File: config.mk
export PLATFORM = sky130hd
export DESIGN_NAME = sorted_byte_statistics
export DESIGN_NICKNAME = d
export VERILOG_FILES = /design/src/sbs_pkg.sv /design/src/sorted_byte_statistics.sv
export VERILOG_INCLUDE_DIRS = /design/src /design/src/src
export SDC_FILE = /design/constraint.sdc
export NUM_CORES = 1
export LEC_CHECK = 0
export BUFFER_PORTS_ARGS = -buffer_cell sky130_fd_sc_hd__buf_4
export CAP_MARGIN = 20
export CORE_UTILIZATION = 50
export DETAILED_ROUTE_END_ITERATION = 10
export PLACE_DENSITY = 0.66
export SLEW_MARGIN = 15
export SYNTH_ARGS = -nofsm -noshare
export SYNTH_HDL_FRONTEND = slang
export SYNTH_SLANG_ARGS = --single-unit
File: constraint.sdc
create_clock -name clock -period 10.7 [get_ports clock]
set_input_delay 1.07 -clock clock [delete_from_list [all_inputs] [get_ports clock]]
set_output_delay 1.07 -clock clock [all_outputs]
set_load 0.05 [all_outputs]
File: src/sorted_byte_statistics_defines.svh
// Assertion macros for the sorted byte statistics block.
`ifndef SORTED_BYTE_STATISTICS_DEFINES_SVH
`define SORTED_BYTE_STATISTICS_DEFINES_SVH

`ifndef SYNTHESIS

// same-cycle implication
`define SBS_ASSERT_IMP(label, clk, rst, ante, cons) \
   label: assert property (@(posedge clk) disable iff (rst) (ante) |-> (cons)) \
      else $error("sbs assertion failed (same-cycle implication)");

// next-cycle implication
`define SBS_ASSERT_NXT(label, clk, rst, ante, cons) \
   label: assert property (@(posedge clk) disable iff (rst) (ante) |=> (cons)) \
      else $error("sbs assertion failed (next-cycle implication)");

`else

`define SBS_ASSERT_IMP(label, clk, rst, ante, cons)
`define SBS_ASSERT_NXT(label, clk, rst, ante, cons)

`endif

`endif

File: src/sbs_pkg.sv
// Shared types and constants for the sorted byte statistics block.
`timescale 1ns / 1ps

package sbs_pkg;

   localparam int MAX_SAMPLES_DEFAULT = 64;
   localparam int DATA_W              = 8;

   typedef struct packed {
      logic [DATA_W-1:0] sample;
      logic              is_last;
   } req_type;

   typedef struct packed {
      logic [DATA_W-1:0] maximum;
      logic [DATA_W-1:0] minimum;
      logic [DATA_W-1:0] median;
      logic [DATA_W-1:0] mean;
      logic              overflow;
   } rsp_type;

endpackage

File: src/sorted_byte_statistics.sv
// Sorted byte statistics: insertion-sorted sample store, max/min/median/mean per set.
// A sample is stored in ST_IDLE when the store is empty, or dropped there when full; else
//   ST_RD and ST_CMP compare/shift one store entry at a time, ST_PUT when index 0 is reached.
// A last sample then passes ST_F0 to ST_F4, the bit-serial divider ST_DIV and result state ST_OUT.
// Reset (synchronous): count, sum, overflow flag and sequencer clear; no clearing pass.
`timescale 1ns / 1ps
`include "sorted_byte_statistics_defines.svh"

module sorted_byte_statistics
   import sbs_pkg::*;
#(
   parameter int MAX_SAMPLES = MAX_SAMPLES_DEFAULT
) (
   input  logic    clock,
   input  logic    reset,
   input  logic    start,
   output logic    busy,
   input  req_type req_data,
   output logic    rsp_valid,
   output rsp_type rsp_data
);

   localparam int AW    = (MAX_SAMPLES > 1) ? $clog2(MAX_SAMPLES) : 1;
   localparam int CW    = $clog2(MAX_SAMPLES + 1);
   localparam int SUM_W = $clog2(255 * MAX_SAMPLES + 1);
   localparam int STW   = $clog2(SUM_W + 1);

   localparam logic [3:0] ST_IDLE = 4'd0;
   localparam logic [3:0] ST_RD   = 4'd1;
   localparam logic [3:0] ST_CMP  = 4'd2;
   localparam logic [3:0] ST_PUT  = 4'd3;
   localparam logic [3:0] ST_F0   = 4'd4;
   localparam logic [3:0] ST_F1   = 4'd5;
   localparam logic [3:0] ST_F2   = 4'd6;
   localparam logic [3:0] ST_F3   = 4'd7;
   localparam logic [3:0] ST_F4   = 4'd8;
   localparam logic [3:0] ST_DIV  = 4'd9;
   localparam logic [3:0] ST_OUT  = 4'd10;

   logic [DATA_W-1:0] mem [MAX_SAMPLES];

   logic [3:0]        state_ff, state_in;
   logic [CW-1:0]     cnt_ff, cnt_in;
   logic [SUM_W-1:0]  sum_ff, sum_in;
   logic              drop_ff, drop_in;
   logic [AW-1:0]     k_ff, k_in;
   logic [DATA_W-1:0] v_ff, v_in;
   logic              last_ff, last_in;
   logic [DATA_W-1:0] max_ff, max_in;
   logic [DATA_W-1:0] min_ff, min_in;
   logic [DATA_W-1:0] mid_ff, mid_in;
   logic [DATA_W-1:0] med_ff, med_in;
   logic [SUM_W-1:0]  quo_ff, quo_in;
   logic [CW-1:0]     rem_ff, rem_in;
   logic [STW-1:0]    step_ff, step_in;
   logic [DATA_W-1:0] rd_ff;

   logic              we;
   logic [AW-1:0]     wa;
   logic [DATA_W-1:0] wd;
   logic [AW-1:0]     ra;
   logic [CW:0]       trial;
   logic [CW:0]       trial_sub;
   logic              qbit;
   logic [DATA_W:0]   mid_sum;

   // divider step: shift in the next dividend bit, subtract if it fits
   assign trial     = {rem_ff, quo_ff[SUM_W-1]};
   assign trial_sub = trial - {1'b0, cnt_ff};
   assign qbit      = (trial >= {1'b0, cnt_ff});
   assign mid_sum   = {1'b0, mid_ff} + {1'b0, rd_ff};

   always_comb begin
      state_in = state_ff;
      cnt_in   = cnt_ff;
      sum_in   = sum_ff;
      drop_in  = drop_ff;
      k_in     = k_ff;
      v_in     = v_ff;
      last_in  = last_ff;
      max_in   = max_ff;
      min_in   = min_ff;
      mid_in   = mid_ff;
      med_in   = med_ff;
      quo_in   = quo_ff;
      rem_in   = rem_ff;
      step_in  = step_ff;
      we       = 1'b0;
      wa       = k_ff;
      wd       = v_ff;
      ra       = '0;
      case (state_ff)
         ST_IDLE: begin
            if (start) begin
               v_in    = req_data.sample;
               last_in = req_data.is_last;
               if (cnt_ff < CW'(MAX_SAMPLES)) begin
                  sum_in = sum_ff + SUM_W'(req_data.sample);
                  cnt_in = cnt_ff + 1'b1;
                  k_in   = AW'(cnt_ff);
                  if (cnt_ff == '0) begin
                     we       = 1'b1;
                     wa       = '0;
                     wd       = req_data.sample;
                     state_in = req_data.is_last ? ST_F0 : ST_IDLE;
                  end else begin
                     state_in = ST_RD;
                  end
               end else begin
                  drop_in  = 1'b1;
                  state_in = req_data.is_last ? ST_F0 : ST_IDLE;
               end
            end
         end
         ST_RD: begin
            ra       = k_ff - 1'b1;
            state_in = ST_CMP;
         end
         ST_CMP: begin
            we = 1'b1;
            if (rd_ff < v_ff) begin
               // smaller entry moves one place down
               wd       = rd_ff;
               k_in     = k_ff - 1'b1;
               state_in = (k_ff == AW'(1)) ? ST_PUT : ST_RD;
            end else begin
               state_in = last_ff ? ST_F0 : ST_IDLE;
            end
         end
         ST_PUT: begin
            we       = 1'b1;
            state_in = last_ff ? ST_F0 : ST_IDLE;
         end
         ST_F0: begin
            ra       = '0;
            state_in = ST_F1;
         end
         ST_F1: begin
            ra       = AW'(cnt_ff - 1'b1);
            max_in   = rd_ff;
            state_in = ST_F2;
         end
         ST_F2: begin
            ra       = AW'(cnt_ff >> 1);
            min_in   = rd_ff;
            state_in = ST_F3;
         end
         ST_F3: begin
            ra       = AW'((cnt_ff >> 1) - 1'b1);
            mid_in   = rd_ff;
            state_in = ST_F4;
         end
         ST_F4: begin
            med_in   = cnt_ff[0] ? mid_ff : mid_sum[DATA_W:1];
            quo_in   = sum_ff;
            rem_in   = '0;
            step_in  = STW'(SUM_W);
            state_in = ST_DIV;
         end
         ST_DIV: begin
            rem_in   = qbit ? trial_sub[CW-1:0] : trial[CW-1:0];
            quo_in   = {quo_ff[SUM_W-2:0], qbit};
            step_in  = step_ff - 1'b1;
            state_in = (step_ff == STW'(1)) ? ST_OUT : ST_DIV;
         end
         ST_OUT: begin
            cnt_in   = '0;
            sum_in   = '0;
            drop_in  = 1'b0;
            state_in = ST_IDLE;
         end
         default: begin
            state_in = ST_IDLE;
         end
      endcase
   end

   always_ff @(posedge clock) begin
      if (reset) begin
         state_ff <= ST_IDLE;
         cnt_ff   <= '0;
         sum_ff   <= '0;
         drop_ff  <= 1'b0;
      end else begin
         state_ff <= state_in;
         cnt_ff   <= cnt_in;
         sum_ff   <= sum_in;
         drop_ff  <= drop_in;
      end
   end

   always_ff @(posedge clock) begin
      k_ff    <= k_in;
      v_ff    <= v_in;
      last_ff <= last_in;
      max_ff  <= max_in;
      min_ff  <= min_in;
      mid_ff  <= mid_in;
      med_ff  <= med_in;
      quo_ff  <= quo_in;
      rem_ff  <= rem_in;
      step_ff <= step_in;
   end

   always_ff @(posedge clock) begin
      if (we) begin
         mem[wa] <= wd;
      end
      rd_ff <= mem[ra];
   end

   assign busy               = (state_ff != ST_IDLE);
   assign rsp_valid          = (state_ff == ST_OUT);
   assign rsp_data.maximum   = max_ff;
   assign rsp_data.minimum   = min_ff;
   assign rsp_data.median    = med_ff;
   assign rsp_data.mean      = quo_ff[DATA_W-1:0];
   assign rsp_data.overflow  = drop_ff;

   `SBS_ASSERT_NXT(a_one_rsp_per_set, clock, reset, rsp_valid, !rsp_valid && !busy)
   `SBS_ASSERT_NXT(a_clear_after_rsp, clock, reset, rsp_valid, cnt_ff == '0 && sum_ff == '0)
   `SBS_ASSERT_IMP(a_cnt_in_range, clock, reset, 1'b1, cnt_ff <= CW'(MAX_SAMPLES))
   `SBS_ASSERT_IMP(a_div_rem_below, clock, reset, state_ff == ST_DIV, rem_ff < cnt_ff)

endmodule
**Yosys cells after proc, flatten, opt, wreduce, memory -nomap -nowiden**

Memory sizes are Yosys's and may differ from the RTL's. A register that Yosys moved wholly into a read port is not among the register bits.
Index checks and enable logic that the tools add are counted.

- $add $sub $neg: 8
- Order comparisons: 3
- Equality and inequality tests: 16
- Multiplexer cells: 43
- Reductions and logical operators: 11

Operators by type and width:

| kind | count |
|---|---|
| 14-bit one-hot mux with 2 select lines | 2 |
| 6-bit 2-to-1 mux | 7 |
| 8-bit 2-to-1 mux | 5 |
| 4-bit one-hot mux with 10 select lines | 1 |
| 14-bit 2-to-1 mux | 2 |
| 7-bit one-hot mux with 2 select lines | 2 |
| 6-bit one-hot mux with 4 select lines | 1 |
| 7-bit 2-to-1 mux | 3 |
| 6-bit by 1-bit subtractor with 6-bit output, second input constant | 3 |
| 4-bit by 3-bit equality test with 1-bit output, second input constant | 4 |
| 8-bit one-hot mux with 2 select lines | 1 |
| 14-bit by 8-bit adder with 14-bit output | 1 |
| 4-bit equality test, second input constant | 3 |
| 3-bit 2-to-1 mux | 4 |
| 6-bit one-hot mux with 2 select lines | 1 |
| 8-bit by 8-bit adder with 9-bit output | 1 |
| 4-bit by 1-bit equality test with 1-bit output, second input constant | 2 |
| 4-bit by 2-bit equality test with 1-bit output, second input constant | 2 |
| 8-bit by 7-bit >= comparator with 1-bit output | 1 |
| 8-bit < comparator | 1 |
| 4-bit 2-to-1 mux | 2 |
| 2-bit != test, second input constant | 4 |
| 4-bit one-hot mux with 2 select lines | 1 |
| 7-bit by 1-bit adder with 7-bit output, second input constant | 1 |
| 15 further kinds | 26 |

- Flip-flop bits (word level): 98
- Bits in writable memories: 512
- Input port bits: 12
- Memories: 1

Memories:

| name | depth | width | rd ports | clocked after memory_dff | write ports | line | source |
|---|---|---|---|---|---|---|---|
| mem | 64 | 8 | 1 | 1 | 1 | sorted_byte_statistics.sv:40 | `logic [DATA_W-1:0] mem [MAX_SAMPLES];` |

**Longest topological paths before layout**

- Word-level depth: 7
- Gate-level depth with buffers: 19

**Worst setup path before layout**

OpenSTA, ideal clock, no wires.

- Kind: input to register
- Start: in start
- End: mem mem[0][1] (data pin)
- Data arrival time: 4.362 ns
- Data required time: 9.979 ns
- Slack: 5.617 ns
- Cell stages on the path: 4
- Buffers on the path: 1
- Cells stage by stage: and3_1 and3_1 clkbuf_1 o31ai_1

- Cells in the longest elaborated chain, start to end: 2

Ends and longest elaborated chain:

| item | line | source |
|---|---|---|
| from (decl) | sorted_byte_statistics.sv:16 | `input logic start,` |
| 8-bit 2-to-1 mux | sorted_byte_statistics.sv:94 | `if (start) begin` |
| 8-bit one-hot mux with 2 select lines | sorted_byte_statistics.sv:92 | `case (state_ff)` |
| net wd[1] | sorted_byte_statistics.sv:60 | `logic [DATA_W-1:0] wd;` |
| to (decl) | sorted_byte_statistics.sv:40 |  |

The timed path passes the listed nets, and every way through them passes these cells.

**Final worst setup path**

- Start: reg state_ff[0]
- End: reg rd_ff[3] (read register of mem)

- Cells in the longest elaborated chain, start to end: 2
- Elaborated cells between the ends (all ways): 5
- Classes of those cells: eq/ne: 4; mux: 1

Ends and longest elaborated chain:

| item | line | source |
|---|---|---|
| from (decl) | sorted_byte_statistics.sv:42 | `logic [3:0] state_ff, state_in;` |
| from (signal assigned) | sorted_byte_statistics.sv:185 | `state_ff <= state_in;` |
| 4-bit by 3-bit equality test with 1-bit output / 4-bit by 1-bit equality test with 1-bit output (equally long branches) | sorted_byte_statistics.sv:92 |  |
| 6-bit one-hot mux with 4 select lines * | sorted_byte_statistics.sv:92 |  |
| to (decl) | sorted_byte_statistics.sv:56 | `logic [DATA_W-1:0] rd_ff;` |

Every way passes the cells marked *; elsewhere a longest branch is shown, timed or not.
A chain may end at the register's enable or synchronous reset.

==> out/qor.txt <==
LOGIC SYNTHESIS
-------------------------------------------------------------------------------------------
Part of the Yosys area used for sequential elements                                   68.9%
Proportion of register bits with asynchronous set or reset after synthesis               0%
Area fraction in compound gates after synthesis                                       8.64%
Synthesized-area fraction occupied by adder cells                                     1.93%
Post-Syn Instances                                                                    1,921
Synthesized-area fraction occupied by xor and xnor cells                             0.861%
Combinational family with the most area after synthesis                        simple AND/OR/NAND/NOR gates
Dominant register cell in the synthesized netlist                                  edfxtp_1
Post-synthesis instance area                                                     0.0265 mm²
Post-Syn Nets                                                                         1,972
Total of warnings raised by yosys                                                         0
Distinct cell type count of the synthesized netlist                                      75
Mean area per synthesized cell                                                     13.8 µm²
Area share of and/or/nand/nor cells after synthesis                                   11.1%
Flip-flop and latch count after synthesis                                               618
Number of flops mapped to enable cells by yosys                                         584
Proportion of synthesized area in mux cells                                           5.52%

CTS
-------------------------------------------------------------------------------------------
Clk slew on worst S/H paths                                                         0.06 ns
Clk root buf                                                                      clkbuf_16
# hold bufs at CTS                                                                        0
CTS H-Tree Depth                                                                          2
Setup bufs post-CTS                                                                       0
Maximum clock path buffer count                                                           3
TritonCTS clock tree                                                                  built
Worst skew pair latency                                                             0.63 ns
Post-cts resize count                                                                     0
Clock net sink count                                                                    618
Number of clock buffers inserted by TritonCTS                                            61

PLACED DESIGN
-------------------------------------------------------------------------------------------
Last weighted congestion value of the routability-driven placer                       0.902
DP HPWL                                                                             38.4 mm
Post-Place Setup Slack                                                              5.29 ns
Standard cell area after detailed placement                                      0.0274 mm²
Port buffer count                                                                        46
Placed cell count                                                                     2,552

TIMING
-------------------------------------------------------------------------------------------
Setup repair after global routing missed its margin                                      no
Finish-stage setup viols                                                                  0
Worst slew pin tran                                                                 1.01 ns
Final hold viol count                                                                     0
Post-route worst setup slack                                                        5.17 ns
Worst slew margin relative to its limit                                               32.6%
Final critical-path share of the clock period                                         51.7%
Setup TNS Final                                                                        0 ns
Total count of max-transition violations in the final report                              0
Achievable frequency                                                                181 MHz
Final worst clock skew                                                            0.0223 ns
Post-route minimum period                                                           5.53 ns

OUTCOME
-------------------------------------------------------------------------------------------
Run status                                                                     finished clean

SETUP PATH
-------------------------------------------------------------------------------------------
Category of the worst setup path capture point                                     register
Worst-case reg-to-reg path depth                                                         14
First element of the critical path                                             state_ff[0]$_SDFFE_PP0N_
Launch point of the worst reg-to-reg path                                      state_ff[0]$_SDFFE_PP0N_
Flop2flop setup slack                                                               5.17 ns
Data arrival time of the worst path                                                 6.05 ns
Worst endpoint required time                                                       11.22 ns
Capture point of the critical path                                             rd_ff[3]$_DFF_P_
Worst setup path class                                                           reg -> reg
Worst path max stage delay                                                          0.72 ns
Standard cell with the maximum stage delay on the critical path                     dfxtp_1
Cell chain of the critical path                                                and3b_1 -> nand2_1 -> nor2_1 -> a21oi_1 -> ha_1 -> and4bb_4 -> a21o_1 -> or2_4 -> buf_4 -> buf_4 -> mux4_2 -> a22oi_1 -> nand3_1 -> and3_1
CP startpoint kind                                                                 register
Largest fanout on the critical path                                                      66
Endpoint of the worst register-to-register path                                rd_ff[3]$_DFF_P_
Worst path most repeated cell                                                         buf_4

GLOBAL ROUTE
-------------------------------------------------------------------------------------------
Pin count of the biggest net entering global routing                                    160
Via count of the first global-routing pass                                           15,600
Global router's overall resource usage                                                23.7%
Initial antenna violation count                                                           0
Global-route wire length before repair                                              95.8 mm
Total global routing overflow                                                             0

POWER
-------------------------------------------------------------------------------------------
Max IR drop VDD                                                                    0.155 mV
PwrDens                                                                          225 mW/mm²
Leak Pwr                                                                            10.0 nW
Total power consumption of the routed design                                        6.62 mW

ROUTE
-------------------------------------------------------------------------------------------
Vias post-DR                                                                         16,200
Number of iterations in the first detailed-routing pass                                   5
Residual DRC                                                                              0
Average via count per standard cell                                                    6.06
Number of design-rule violations left by the first detailed-router iteration          1,719
WL final                                                                            63.2 mm
Mean routed wirelength per cell                                                     23.7 µm
Final ANT Viol Nets                                                                       0

LAYOUT
-------------------------------------------------------------------------------------------
Share of final-layout standard cells stronger than drive strength 1                   11.5%
Non-filler cells, final                                                               2,669
Final design area excluding fillers                                              0.0294 mm²
Filler cell count                                                                     4,032
Commonest non-fill, non-tap cells in the layout                                584 x edfxtp_1, 281 x nand2_1, 133 x nor2_1, 84 x mux2i_1, 76 x buf_4
Final nets                                                                            1,989
Total inserted antenna cells                                                              0
Synth-to-layout area growth                                                           11.1%
Most frequent standard cell in the layout excluding fill and tap cells             edfxtp_1

FLOORPLANNING
-------------------------------------------------------------------------------------------
Horizontal extent of the die                                                         232 µm
Row count                                                                                83
Count of boundary I/O pins                                                               47
Vertical extent of the die                                                           232 µm
Total Die Area                                                                   0.0538 mm²
Starting utilization of the core area                                                 51.1%
Placeable core area                                                              0.0518 mm²

JOB
-------------------------------------------------------------------------------------------
Max-cap violations                                                                        0

WORST HOLD PATH
-------------------------------------------------------------------------------------------
Worst hold path class                                                            reg -> reg

## layout make-up
class                      instances  area, µm²  area share (%)
tap                              680        851            2.89
inverter                          44        165           0.562
multi-input combinational       1133       7570            25.7
clock buffer                      89       1740            5.93
sequential                       618      18200            62.0
clock inverter                    25        223           0.757
timing repair buffer              80        637            2.17
## worst min path at each step
| stage | from | endpoint | slack [ns] | depth (start not counted) |
|---|---|---|---|---|
| after floorplan | drop_ff$_SDFFE_PP0P_ | drop_ff$_SDFFE_PP0P_ | 0.44 | 2 |
| after global placement | sum_ff[0]$_SDFFE_PP0P_ | sum_ff[0]$_SDFFE_PP0P_ | 0.47 | 2 |
| after detailed placement | drop_ff$_SDFFE_PP0P_ | drop_ff$_SDFFE_PP0P_ | 0.46 | 2 |
| after CTS | sum_ff[0]$_SDFFE_PP0P_ | sum_ff[0]$_SDFFE_PP0P_ | 0.48 | 2 |
| after global routing | sum_ff[0]$_SDFFE_PP0P_ | sum_ff[0]$_SDFFE_PP0P_ | 0.50 | 2 |
| final | sum_ff[0]$_SDFFE_PP0P_ | sum_ff[0]$_SDFFE_PP0P_ | 0.48 | 2 |
## logic make-up after synthesis
group | count (synthesis)
compound gates | 319
simple gates | 636
buf+inv | 170
mux | 113
xor+xnor | 26
flops | 618
fa+ha+maj | 39
## synth_stat cells (5+ instances only)
cell	n	area, µm²
and2_1	24	150
nor4_1	7	43.8
nor3b_1	7	52.6
edfxtp_1	584	17500
mux2i_1	84	841
nor3_1	22	110
ha_1	36	450
nand3_1	66	330
xnor2_1	21	184
a32oi_1	12	105
clkbuf_1	44	165
or2_2	5	31.3
mux4_2	26	586
nand4_1	6	37.5
a2111oi_0	5	43.8
buf_4	18	135
and3_1	17	106
a21oi_1	49	245
inv_1	44	165
or3_1	7	43.8
o31ai_1	8	60.1
a311o_1	16	160
a31oi_1	25	156
nor2_1	134	503
dfxtp_1	34	681
nor2b_1	25	156
nand2_1	281	1050
a22oi_1	22	165
a311oi_1	33	289
nand2b_1	7	43.8
o21ai_0	49	245
a32o_1	5	50.1
a21o_1	7	52.6
a211oi_1	58	435
xor2_1	5	43.8
buf_2	57	285
nor4b_1	5	43.8
buf_6	5	56.3
## sequential cells by signal (all words and copies together) (netlist names), 7 cells and up
| name | count |
|---|---|
| cnt_ff | 7 |
| rd_ff | 8 |
| min_ff | 8 |
| sum_ff | 14 |
| mem | 512 |
| max_ff | 8 |
| rem_ff | 7 |
| v_ff | 8 |
| mid_ff | 8 |
| quo_ff | 14 |
| med_ff | 8 |
## metrics by stage
stage	utilization [%]	hold slack, ns
after floorplan	-	0.438
after global placement	52.9	0.465
after detailed placement	52.9	0.465
after CTS	56.7	0.478
after global routing	56.7	0.501
final	56.7	0.476
## report_power, final
| group | switching, mW | internal (mW) |
|---|---|---|
| clock network | 0.890 | 1.22 |
| registers | 0.102 | 2.99 |
| logic | 0.987 | 0.442 |
| total | 1.98 | 4.64 |
## critical path, delay by kind of cell, from the launching register on
family	cells	cell delay (ns)
AOI/OAI and AO/OA	3	0.69
adders and majority gates	1	0.31
buffers and inverters	2	1.31
DFF	1	0.72
muxes	1	0.41
and+or+nand+nor	7	1.88
## metal layers
layer | GRT usage, % | part of all wire, % | vias up
met2 | 38.1 | 47 | 697
li1 | - | - | 7309
met1 | 32.6 | 42 | 8051
met4 | 8.88 | 3.3 | 0
met3 | 3.75 | 7.8 | 125
met5 | 0 | 0 | -
Note: power is estimated with default switching activity, not from simulation.
